### src/design/sorted_max_priority_queue_unit_assert.svh
// Assertion macros for the sorted max priority queue.
// Included by modules that check their own logic; expects clk and rst_n in scope.
`ifndef SORTED_MAX_PRIORITY_QUEUE_UNIT_ASSERT_SVH
`define SORTED_MAX_PRIORITY_QUEUE_UNIT_ASSERT_SVH

// same-cycle implication
`define SMPQ_ASSERT_IMP(lbl, ante, cons, msg) \
  lbl: assert property (@(posedge clk) disable iff (!rst_n) (ante) |-> (cons)) else $error(msg);

// next-cycle implication
`define SMPQ_ASSERT_NXT(lbl, ante, cons, msg) \
  lbl: assert property (@(posedge clk) disable iff (!rst_n) (ante) |=> (cons)) else $error(msg);

`endif

### src/design/smpq_pkg.sv
// Shared types and constants for the sorted max priority queue.
// No dependencies.
package smpq_pkg;

  localparam int DEPTH  = 16;
  localparam int CNT_W  = $clog2(DEPTH + 1);
  localparam int VAL_W  = 32;
  localparam int STAT_W = 2;
  localparam int FILL_W = 5;

  localparam logic OP_INSERT = 1'b0;
  localparam logic OP_REMOVE = 1'b1;

  localparam logic [STAT_W-1:0] ST_OK    = 2'd0;
  localparam logic [STAT_W-1:0] ST_EMPTY = 2'd1;
  localparam logic [STAT_W-1:0] ST_FULL  = 2'd2;

  typedef logic signed [VAL_W-1:0] val_t;

  typedef struct packed {
    logic ins;
    logic rem;
    val_t value;
  } smpq_cmd_t;

endpackage

### src/design/smpq_if.sv
// Handshake channels of the sorted max priority queue: request and result.
// Depends on smpq_pkg.
interface smpq_in_if;
  import smpq_pkg::*;

  logic valid;
  logic ready;
  logic op;
  val_t value;

  modport source (output valid, output op, output value, input ready);
  modport sink (input valid, input op, input value, output ready);
endinterface

interface smpq_out_if;
  import smpq_pkg::*;

  logic              valid;
  logic              ready;
  val_t              max_value;
  logic [STAT_W-1:0] status;
  logic [FILL_W-1:0] fill_count;

  modport source (output valid, output max_value, output status, output fill_count,
                  input ready);
  modport sink (input valid, input max_value, input status, input fill_count,
                output ready);
endinterface

### src/design/smpq_cell.sv
// One storage cell of the sorted queue: holds one entry, trades with its neighbors.
// Depends on smpq_pkg.
module smpq_cell (
  input  logic               clk,
  input  smpq_pkg::smpq_cmd_t cmd,
  input  logic               own_vld,
  input  logic               left_keep,
  input  smpq_pkg::val_t     left_entry,
  input  smpq_pkg::val_t     right_entry,
  output smpq_pkg::val_t     entry,
  output logic               keep
);
  import smpq_pkg::*;

  val_t entry_r;
  val_t entry_nxt;

  assign keep  = own_vld && (entry_r > cmd.value);
  assign entry = entry_r;

  always_comb begin
    entry_nxt = entry_r;
    if (cmd.ins) begin
      if (!keep) begin
        entry_nxt = left_keep ? cmd.value : left_entry;
      end
    end else if (cmd.rem) begin
      entry_nxt = right_entry;
    end
  end

  always_ff @(posedge clk) begin
    entry_r <= entry_nxt;
  end

endmodule

### src/design/sorted_max_priority_queue_unit.sv
// Sorted max priority queue: a row of DEPTH cells kept in descending order.
// The result of an accepted item is held in the output register from the cycle after it is accepted.
// Throughput: one item per cycle while the result side is ready; each cell compares and shifts in a single step.
// Reset (rst_n low, synchronous) empties the queue and clears the output valid.
// Depends on smpq_pkg, smpq_if, smpq_cell and the assertion header.
`include "sorted_max_priority_queue_unit_assert.svh"

module sorted_max_priority_queue_unit (
  input logic        clk,
  input logic        rst_n,
  smpq_in_if.sink    in_ch,
  smpq_out_if.source out_ch
);
  import smpq_pkg::*;

  logic [CNT_W-1:0]  count_r;
  logic [CNT_W-1:0]  count_nxt;
  logic              out_valid_r;
  val_t              max_r;
  logic [STAT_W-1:0] status_r;
  logic [FILL_W-1:0] fill_r;

  logic              accept;
  logic              is_full;
  logic              is_empty;
  smpq_cmd_t         cmd;
  val_t              max_nxt;
  logic [STAT_W-1:0] status_nxt;

  val_t cell_val  [DEPTH];
  logic cell_keep [DEPTH];
  logic cell_vld  [DEPTH];

  assign in_ch.ready = !out_valid_r || out_ch.ready;
  assign accept      = in_ch.valid && in_ch.ready;
  assign is_full     = (count_r == CNT_W'(DEPTH));
  assign is_empty    = (count_r == '0);

  assign cmd.ins   = accept && (in_ch.op == OP_INSERT) && !is_full;
  assign cmd.rem   = accept && (in_ch.op == OP_REMOVE) && !is_empty;
  assign cmd.value = in_ch.value;

  for (genvar i = 0; i < DEPTH; i++) begin : g_cell
    assign cell_vld[i] = (count_r > CNT_W'(i));
    if (i == 0) begin : g_head
      smpq_cell u_cell (
        .clk         (clk),
        .cmd         (cmd),
        .own_vld     (cell_vld[i]),
        .left_keep   (1'b1),
        .left_entry  ('0),
        .right_entry (cell_val[i+1]),
        .entry       (cell_val[i]),
        .keep        (cell_keep[i])
      );
    end else if (i == DEPTH - 1) begin : g_tail
      smpq_cell u_cell (
        .clk         (clk),
        .cmd         (cmd),
        .own_vld     (cell_vld[i]),
        .left_keep   (cell_keep[i-1]),
        .left_entry  (cell_val[i-1]),
        .right_entry ('0),
        .entry       (cell_val[i]),
        .keep        (cell_keep[i])
      );
    end else begin : g_mid
      smpq_cell u_cell (
        .clk         (clk),
        .cmd         (cmd),
        .own_vld     (cell_vld[i]),
        .left_keep   (cell_keep[i-1]),
        .left_entry  (cell_val[i-1]),
        .right_entry (cell_val[i+1]),
        .entry       (cell_val[i]),
        .keep        (cell_keep[i])
      );
    end
  end

  always_comb begin
    count_nxt  = count_r;
    max_nxt    = '0;
    status_nxt = ST_OK;
    if (cmd.ins) begin
      count_nxt = count_r + CNT_W'(1);
    end else if (cmd.rem) begin
      count_nxt = count_r - CNT_W'(1);
      max_nxt   = cell_val[0];
    end else if (in_ch.op == OP_INSERT) begin
      status_nxt = ST_FULL;
    end else begin
      status_nxt = ST_EMPTY;
    end
  end

  always_ff @(posedge clk) begin
    if (!rst_n) begin
      count_r     <= '0;
      out_valid_r <= 1'b0;
    end else begin
      if (accept) begin
        count_r     <= count_nxt;
        out_valid_r <= 1'b1;
      end else if (out_ch.ready) begin
        out_valid_r <= 1'b0;
      end
    end
  end

  always_ff @(posedge clk) begin
    if (accept) begin
      max_r    <= max_nxt;
      status_r <= status_nxt;
      fill_r   <= FILL_W'(count_nxt);
    end
  end

  assign out_ch.valid      = out_valid_r;
  assign out_ch.max_value  = max_r;
  assign out_ch.status     = status_r;
  assign out_ch.fill_count = fill_r;

  `SMPQ_ASSERT_IMP(a_count_bound, 1'b1, count_r <= CNT_W'(DEPTH), "count above depth")
  `SMPQ_ASSERT_IMP(a_head_order, count_r >= CNT_W'(2), cell_val[0] >= cell_val[1], "head out of order")
  `SMPQ_ASSERT_NXT(a_insert_count, cmd.ins, count_r == $past(count_r) + CNT_W'(1), "insert count slip")
  `SMPQ_ASSERT_IMP(a_empty_zero, out_valid_r && status_r == ST_EMPTY, max_r == '0, "empty result nonzero")

endmodule

### src/flat_wrapper.sv
// flat-port wrapper written by rule: the top's interface ports become plain ports
module sorted_max_priority_queue_unit_flat import smpq_pkg::*;
  (clk, rst_n, in_ch_valid, in_ch_op, in_ch_value, in_ch_ready, out_ch_valid, out_ch_max_value, out_ch_status, out_ch_fill_count, out_ch_ready);
  smpq_in_if in_ch_i ();
  smpq_out_if out_ch_i ();
  input logic clk;
  input logic rst_n;
  input wire logic [$bits(in_ch_i.valid)-1:0] in_ch_valid;
  input wire logic [$bits(in_ch_i.op)-1:0] in_ch_op;
  input wire logic [$bits(in_ch_i.value)-1:0] in_ch_value;
  output wire logic [$bits(in_ch_i.ready)-1:0] in_ch_ready;
  output wire logic [$bits(out_ch_i.valid)-1:0] out_ch_valid;
  output wire logic [$bits(out_ch_i.max_value)-1:0] out_ch_max_value;
  output wire logic [$bits(out_ch_i.status)-1:0] out_ch_status;
  output wire logic [$bits(out_ch_i.fill_count)-1:0] out_ch_fill_count;
  input wire logic [$bits(out_ch_i.ready)-1:0] out_ch_ready;
  assign in_ch_i.valid = in_ch_valid;
  assign in_ch_i.op = in_ch_op;
  assign in_ch_i.value = in_ch_value;
  assign in_ch_ready = in_ch_i.ready;
  assign out_ch_valid = out_ch_i.valid;
  assign out_ch_max_value = out_ch_i.max_value;
  assign out_ch_status = out_ch_i.status;
  assign out_ch_fill_count = out_ch_i.fill_count;
  assign out_ch_i.ready = out_ch_ready;
  sorted_max_priority_queue_unit u_core (.clk(clk), .rst_n(rst_n), .in_ch(in_ch_i), .out_ch(out_ch_i));
endmodule
### config.mk
export PLATFORM = sky130hd
export DESIGN_NAME = sorted_max_priority_queue_unit_flat
export DESIGN_NICKNAME = d
export VERILOG_FILES = /design/src/design/smpq_pkg.sv /design/src/design/smpq_if.sv /design/src/design/smpq_cell.sv /design/src/design/sorted_max_priority_queue_unit.sv /design/src/flat_wrapper.sv
export VERILOG_INCLUDE_DIRS = /design/src /design/src/design
export SDC_FILE = /design/constraint.sdc
export NUM_CORES = 2
export LEC_CHECK = 0
export ABC_AREA = 0
export BUFFER_PORTS_ARGS = -buffer_cell sky130_fd_sc_hd__buf_2
export CAP_MARGIN = 25
export CORE_UTILIZATION = 50
export CTS_BUF_LIST = sky130_fd_sc_hd__clkbuf_2
export DETAILED_ROUTE_END_ITERATION = 8
export MAX_ROUTING_LAYER = met4
export PLACE_DENSITY = 0.68
export SLEW_MARGIN = 20
export SYNTH_ARGS = -nofsm -noshare
export SYNTH_HDL_FRONTEND = slang
export SYNTH_SLANG_ARGS = --single-unit
### constraint.sdc
create_clock -name clk -period 7.2 [get_ports clk]
set_clock_uncertainty 0.1 [all_clocks]
set_input_delay 0.72 -clock clk [delete_from_list [all_inputs] [get_ports clk]]
set_output_delay 0.72 -clock clk [all_outputs]
set_load 0.005 [all_outputs]
==> flow_metrics.env <==
export IMPL_ys_flop_type="edfxtp_1"
export IMPL_synth_top_area_cell="edfxtp_1"
export IMPL_ys_ff_latch=557
export IMPL_ant_nets=0
export IMPL_grt_max_degree=219
export IMPL_fin_area_um2=40500
export IMPL_worst_slew_pin_slew_ps=1160
export IMPL_layout_drive_gt1_share_pct=12.4
export IMPL_synth_cell_types=65
export IMPL_numCtsBuffers=158
export IMPL_row_count=100
export IMPL_overflow=0
export IMPL_pwr_share_clk_pct=25.3
export IMPL_die_area_um2=76400
export IMPL_routed_via_density=7.09
export IMPL_cts_num_sinks=557
export IMPL_p_sw_share_pct=36.7
export IMPL_peakVddDrop_v=0.000149
export IMPL_placed_cell_area_um2=38900
export IMPL_postSynth_asyncResetShare_pct=0
export IMPL_drv_cap=0
export IMPL_internal_power_mw=6.10
export IMPL_crit_fanout=33
export IMPL_drt_iter0_drc=3550
export IMPL_fin_crit_sh_pct=64.3
export IMPL_crit_type="input pin to flop"
export IMPL_combPwrFrac_pct=26.7
export IMPL_yosys_top_cells_area="edfxtp_1, ha_1, a221o_1"
export IMPL_htreeDepth=4
export IMPL_routedWlPerCell_um=27.5
export IMPL_drc=0
export IMPL_antenna_found_initial=1
export IMPL_synth_nets=3916
export IMPL_syn_to_final_growth_pct=7.42
export IMPL_slew_viol_final=0
export IMPL_synth_warnings=0
export IMPL_min_path_cells=4
export IMPL_p_per_area_nw_per_um2=238
export IMPL_clk_latency_ps=1380
export IMPL_synth_edff_count=551
export IMPL_pre_cts_ws_ps=1750
export IMPL_critPathLaunchType="input pin"
export IMPL_switching_power_mw=3.53
export IMPL_finalSetupViolCount=0
export IMPL_fin_setup_tns_ps=0
export IMPL_cp_data_required_time_ps=8030
export IMPL_numPortBuffers=77
export IMPL_grt_pass1_wl_um=190000
export IMPL_min_path_type="input pin to flop"
export IMPL_die_x_um=276
export IMPL_fin_ws_ps=2570
export IMPL_cp_end_kind="flop"
export IMPL_drt_total_wl_um=124000
export IMPL_finalCriticalPeriod_ps=4630
export IMPL_die_h_um=276
export IMPL_ys_seq_area_share_pct=44.2
export IMPL_syn_area_um2=37700
export IMPL_num_vias=32100
export IMPL_seq_power_share_pct=48.0
export IMPL_track_usage_pct=33.0
export IMPL_finalWeightedCongestion=1.03
export IMPL_synthCells=3362
export IMPL_dp_hpwl_um=91500
export IMPL_p_leak_nw=15.8
export IMPL_final_hold_viol_count=0
export IMPL_coreArea_um2=74400
export IMPL_rsz0062_at_grt="no"
export IMPL_worst_r2r_cell_count=8
export IMPL_slew_headroom_pct=22.4
export IMPL_cts_tree="done"
export IMPL_clock_path_buffers=3
export IMPL_clockRootBuffer="clkbuf_2"
export IMPL_cts_clk_slew_worst_paths_ps=90
export IMPL_layout_nets=4003
export IMPL_synth_top_area_share_pct=43.9
export IMPL_start_util_pct=50.6
export IMPL_clock_fmax_mhz=216
export IMPL_io_pins=78
export IMPL_syn_area_per_cell_um2=11.2
export IMPL_grt_pass1_vias=31900
export IMPL_outcome="finished clean"
export IMPL_arrival_ps=5460
export IMPL_drt_pre_antenna_iters=9
logic make-up (layout without fill, tap and decap cells):
| group | Yosys count | in the layout | synth area share, % |
|---|---|---|---|
| and+or+nand+nor | 1042 | 1042 | 14.5 |
| AOI/OAI and AO/OA | 908 | 908 | 19.7 |
| DFF | 557 | 557 | 44.2 |
| adders and majority gates | 517 | 517 | 17.2 |
| buffers and inverters | 302 | 495 | 3.44 |
| muxes | 33 | 33 | 0.880 |
| xor gates and xnor gates | 3 | 3 | 0.0698 |
| other | 0 | 1 | 0 |
power by group through the flow:
stage	combinational, mW	clock [mW]	sequential, mW
6_report	2.57	2.43	4.62
3_3_place_gp	2.38	0	4.66
4_1_cts	2.53	2.48	4.60
2_1_floorplan	1.79	0	4.45
3_5_place_dp	2.51	0	4.67
5_1_grt	2.80	2.63	4.66
worst max-delay path: stages:
cell	delay (ps)
dlygate4sd3_1	530
buf_2	130
inv_1	470
buf_4	290
ha_1	170
nand4_1	210
a2111oi_0	900
o31a_1	310
o31a_1	140
buf_4	330
o21a_1	180
buf_4	330
or2_2	720
area by class of cell:
class,count,area (um2)
repair buffers,161,1100
multi-input cells,2503,19800
fillers,6472,34000
clock buffers,222,1110
inverters,68,255
well taps,969,1210
flip-flops and latches,557,16700
clock inverters,44,289
diodes,1,2.50
synthesized netlist by cell type, drive strengths merged (2+ instances only):
master,number
edfxtp,551
nand4,120
nand3,65
and2,38
o21a,15
nand3b,2
a31oi,2
and3,5
clkbuf,183
a221oi,2
nor2,37
xnor2,2
nor3,445
buf,51
a211oi,7
o22ai,3
and3b,32
nor3b,2
o41a,2
a21o,50
a21boi,5
a211o,15
or3,3
mux2i,32
o211ai,20
a22oi,4
a21oi,215
and4,6
o31a,23
o31ai,2
a2111oi,12
a221o,460
nand2b,3
nor4,28
nor2b,18
dfxtp,6
or2,27
ha,517
nand2,201
inv,68
o21ai,55
a22o,9
or4,9
routing by layer:
layer | vias up | share of wire [%] | GRT usage [%]
li1 | 14200 | - | -
met1 | 15900 | 41 | 41.5
met2 | 1726 | 46 | 50.9
met3 | 338 | 8.1 | 5.80
met4 | 0 | 4.9 | 17.5
met5 | - | 0 | -
flip-flops by register name (all words and copies together), names as in the netlist:
name and flops:
u_core.g_cell.g_mid.u_cell.entry 448, u_core.out_ch.fill_count 5, u_core.g_cell.g_tail.u_cell.entry 32, u_core.count_r 5
u_core.out_ch.max_value 32, u_core.out_ch.valid 1, u_core.out_ch.status 2, u_core.g_cell.g_head.u_cell.entry 32
metrics by stage:
step | utilization [%] | cells | power, mW | hold WS, ps
2_1_floorplan | - | 3362 | 6.24 | 445
3_3_place_gp | 52.2 | 4240 | 7.04 | 415
3_5_place_dp | 52.2 | 4240 | 7.18 | 441
4_1_cts | 54.3 | 4523 | 9.60 | 6.26
5_1_grt | 54.3 | 4525 | 10.1 | 86.6
6_report | 54.3 | 4525 | 9.63 | 151
final timing paths:
check | startpoint | endpoint | slack [ps]
min | out_ch_ready | u_core.out_ch.valid | 150
min reg2reg | u_core.g_cell[11].g_mid.u_cell.entry[0] | u_core.g_cell[12].g_mid.u_cell.entry[0] | 440
max reg2reg | u_core.g_cell[11].g_mid.u_cell.entry[7] | u_core.g_cell[11].g_mid.u_cell.entry[11] | 2630
max | in_ch_value[13] | u_core.g_cell[10].g_mid.u_cell.entry[10] | 2570
layout by cell type, fill, tap and decap left out, types with 22 or more instances in the layout:
master / Yosys / final
clkinv_1: 0 / 27
nand3_1: 65 / 64
a221o_1: 460 / 460
buf_4: 3 / 64
nand2_1: 201 / 201
nor4_1: 28 / 28
and2_1: 38 / 38
a21oi_1: 214 / 214
nor3_1: 434 / 432
buf_2: 30 / 77
edfxtp_1: 551 / 551
ha_1: 517 / 517
clkbuf_2: 0 / 222
mux2i_1: 32 / 32
a21o_1: 50 / 50
o31a_1: 22 / 22
nand4_1: 120 / 120
nor2_1: 37 / 37
and3b_1: 32 / 32
o21ai_0: 40 / 40
inv_1: 68 / 67
or2_2: 26 / 26
repair_timing:
| action | CTS | global route |
|---|---|---|
| resized for setup | 0 | 0 |
| setup endpoints to repair | 0 | 0 |
| setup buffers | 0 | 0 |
| hold buffers | 17 | 0 |
| hold endpoints to repair | 25 | 0 |
(Power assumes the default switching activity.)
